File: src/rtl/core/dctc_ram.sv
// Generic single-write, single-read RAM with registered read data.
// No dependencies.
`timescale 1ns / 1ps
module dctc_ram #(
  parameter int WIDTH = 8,
  parameter int DEPTH = 16
) (
  input  logic clk,
  input  logic we,
  input  logic [(DEPTH > 1 ? $clog2(DEPTH) : 1)-1:0] waddr,
  input  logic [WIDTH-1:0] wdata,
  input  logic [(DEPTH > 1 ? $clog2(DEPTH) : 1)-1:0] raddr,
  output logic [WIDTH-1:0] rdata
);
  logic [WIDTH-1:0] mem [DEPTH];

  always_ff @(posedge clk) begin
    if (we) begin
      mem[waddr] <= wdata;
    end
    rdata <= mem[raddr];
  end
endmodule

File: config.mk
export PLATFORM = sky130hd
export DESIGN_NAME = dctc_ram
export DESIGN_NICKNAME = d
export VERILOG_FILES = /design/src/rtl/core/dctc_ram.sv
export SDC_FILE = /design/constraint.sdc
export NUM_CORES = 1
export LEC_CHECK = 0
export BUFFER_PORTS_ARGS = -buffer_cell sky130_fd_sc_hd__buf_2
export CAP_MARGIN = 5
export CORE_MARGIN = 5
export CORE_UTILIZATION = 30
export DETAILED_ROUTE_END_ITERATION = 16
export GPL_TIMING_DRIVEN = 0
export PLACE_DENSITY_LB_ADDON = 0.08
export SLEW_MARGIN = 15
export SYNTH_ARGS = -nofsm -noshare
export SYNTH_HDL_FRONTEND = slang
export SYNTH_SLANG_ARGS = --single-unit
export TNS_END_PERCENT = 50
File: constraint.sdc
create_clock -name clk -period 2.2 [get_ports clk]
set_clock_uncertainty 0.15 [all_clocks]
set_input_delay 0.22 -clock clk [delete_from_list [all_inputs] [get_ports clk]]
set_output_delay 0.22 -clock clk [all_outputs]
set_load 0.05 [all_outputs]
[After elaboration in Yosys (flattened, before gate mapping)]
Memories as Yosys holds them, arrays and structs flattened. A register that Yosys moved wholly into a read port is not among the register bits.
Cells that the tools add are included.
Cells by class
  multiplexer cells: 2
Operator list (number)
  1-bit two-way mux: 2
Storage, ports and cells
  register bits: 0
  RAM bits: 128
  input bits: 18
  output and inout port bits: 8
  word-level logic and storage cells: 3
  memories: 1
Memory list
  mem: words 16, bits a word 8, read ports 1, clocked after memory_dff 1, write ports 1, RTL line 15  | logic [WIDTH-1:0] mem [DEPTH];

[Logic depth before layout (Yosys ltp)]
  depth after elaboration: 2
  mapped depth: 5
  mapped depth without buffers: 3

[Least setup slack after synthesis]
No wires, ideal clock.
  path type: input -> register
  from: in waddr[2] (netlist name)
  to: mem mem[0][0], enable pin
  library setup time: 0.383 ns
  arrival time: 1.330 ns
  data required time: 1.667 ns
  slack: 0.337 ns
  stages: 2
  buffers on the path: 0
  cell sequence: or3b_2 > nor3_1
RTL lines
  from (decl): RTL line 10  | input logic [(DEPTH > 1 ? $clog2(DEPTH) : 1)-1:0] waddr,
  to (decl): RTL line 15
No word-level cell before the write port.

[Worst setup path after layout]
  from: in waddr[2] (netlist name)
  to: mem mem[3][3], enable pin
No word-level cell before the write port.

==> results.yml <==
status:
  outcome: "finished clean"
routing:
  first_iter_violations: 262
  drc: 0
  drt-total-wl_um: 11190
  vias: 2373
  via_per_inst: 4.680
  postRouteAntennaNets: 0
  dr.pass1.iters: 4
  wl_per_cell_um: 22.07
synth:
  ys_types: 19
  syn_area_mm2: 0.005147
  yosysTopAreaCell: "edfxtp_1"
  synth-seq-cells: 136
  seq_area_frac_synth_pct: 77.78
  postSynthCellCount: 229
  yosysTopAreaCellShare_pct: 74.67
  synth_warnings: 0
  yosys-top-cells-area: "edfxtp_1 (75%), mux4_2 (7.9%), mux4_1 (7.1%)"
  synth_nets: 247
  postSynthAreaPerCell_um2: 22.48
global_routing:
  antenna_found_initial: 0
  grt_pass1_vias: 2400
  grt_max_degree: 17
  grt_overflow_total: 0
  grt.total_usage_pct: 12.05
  grt_pass1_wl_um: 16330
finish:
  design_area_mm2: 0.006171
  diodes: 0
  drive_above_1_share_pct: 29.62
  final_common_cell: "edfxtp_1"
  seq_area_mm2: 0.004004
  area_growth_pct: 19.88
  fillers: 1570
  final_cell_mix: "edfxtp_1 (128), buf_2 (27), mux4_2 (18), clkbuf_16 (17), a22oi_1 (16)"
  fin_nets: 292
  multi_input_area_mm2: 0.001077
cts:
  cts_resized: 0
  cts_root_buf: "clkbuf_16"
  clkTransAtPathRegs_ps: 60
  numCtsBuffers: 17
  htree_levels: 4
  clock_latency_ps: 410
  cts.sinks: 136
  cts.path.max_buffers: 2
  tritoncts: "built"
  post_cts_buffers: 0
  hold_buffers: 0
placement:
  hpwlAfterDp_um: 7299
  port_buffers: 24
  globalplace.congestion: 0.6576
  placed_area_mm2: 0.005578
worst_setup_path:
  critPathKind: "in -> reg"
  worstPathMaxFanout: 8
  startpoint_type: "primary input"
  cp-end-kind: "register"
  arrival_ps: 1580
  crit_required_ps: 2080
die:
  chipHeight_um: 141.0
  core-area_mm2: 0.01670
  pin_count: 26
  start_util_pct: 30.82
  fp-row-count: 47
  dieArea_mm2: 0.01988
  chipWidth_um: 141.0
hold_path:
  min_path_type: "in -> reg"
sta:
  setup_viol: 0
  finalCriticalPeriod_ps: 1700
  maxSlewHeadroom_pct: 41.10
  finalCritPeriodShare_pct: 77.29
  grt_setup_unrepaired: "no"
  slew_violations: 0
  worst-slew-pin-transition_ps: 880.3
  report.final.hold_viol_count: 0
  fmax_mhz: 588.1
flow_run:
  cap_viol_max_count: 0
pwr:
  finalPower_mw: 6.104
  max-vdd-ir-drop_mv: 0.5330
  power_density_mw_per_mm2: 989.1
  p_leak_nw: 2.048
path summary, 6_finish.rpt:
kind | depth (start not counted) | end | start | slack, ps
max | 3 | mem[3][3]$_DFFE_PP_ | waddr[2] | 500
min | 1 | mem[8][3]$_DFFE_PP_ | wdata[3] | 80
max reg2reg | 3 | rdata[1]$_DFF_P_ | mem[6][1]$_DFFE_PP_ | 600
min reg2reg | 3 | rdata[2]$_DFF_P_ | mem[8][2]$_DFFE_PP_ | 520
layer usage:
layer	track usage, %	up-vias	part of all wire (%)
li1	-	1068	-
met1	17.04	1250	49
met2	17.44	43	47
met3	3.691	12	3.4
met4	4.742	0	1.2
met5	0	-	0
critical path: stages:
cell and delay, ps:
buf_2 110, or3b_2 550, nor2_1 690
power by group:
| group | switching, mW | internal (mW) | leakage [nW] |
|---|---|---|---|
| clock network | 0.975 | 1.87 | 0.294 |
| logic | 0.230 | 0.116 | 0.531 |
| registers | 0.0123 | 2.90 | 1.22 |
flip-flops by register name, indices dropped and copies added (netlist names):
| signal | flops |
|---|---|
| rdata | 8 |
| mem | 128 |
cell type report:
cell class | count | share of cell area, %
Sequential cell | 136 | 64.88
Multi-Input combinational cell | 83 | 17.46
Clock buffer | 20 | 7.076
Tap cell | 220 | 4.461
Clock inverter | 12 | 2.534
Timing Repair Buffer | 26 | 2.190
Buffer | 10 | 1.399
Yosys cell counts:
library cell       n
edfxtp_1         128
mux4_2            18
a22oi_1           16
mux4_1            14
nor2_1            13
nand2_1            9
dfxtp_1            8
nor3_1             4
buf_2              3
buf_6              3
clkdlybuf4s25_2    3
nand2b_1           2
nand3b_1           2
and2_1             1
and2b_1            1
buf_4              1
nand3_1            1
nor2b_1            1
or3b_2             1
metrics by stage:
stage | hold WS (ps) | std cells | util (%) | setup slack, ps | setup TNS (ps)
after CTS | 68.79 | 507 | 36.95 | 496.0 | 0
after global routing | 67.04 | 507 | 36.95 | 435.8 | 0
after floorplan | 168.9 | 229 | - | 337.1 | 0
after global placement | 490.6 | 473 | 33.19 | -395.9 | -4928
after detailed placement | 508.5 | 475 | 33.40 | 58.84 | 0
final | 76.16 | 507 | 36.95 | 499.6 | 0
kinds of logic (layout without fill, tap and decap cells):
group / count (synthesis) / count (layout) / synth area share (%)
AOI/OAI and AO/OA: 16 / 16 / 2.334
buffers and inverters: 10 / 68 / 1.677
DFF: 136 / 136 / 77.78
muxes: 32 / 32 / 15.02
and+or+nand+nor: 35 / 35 / 3.184
Note: power is estimated with default switching activity, not from simulation.
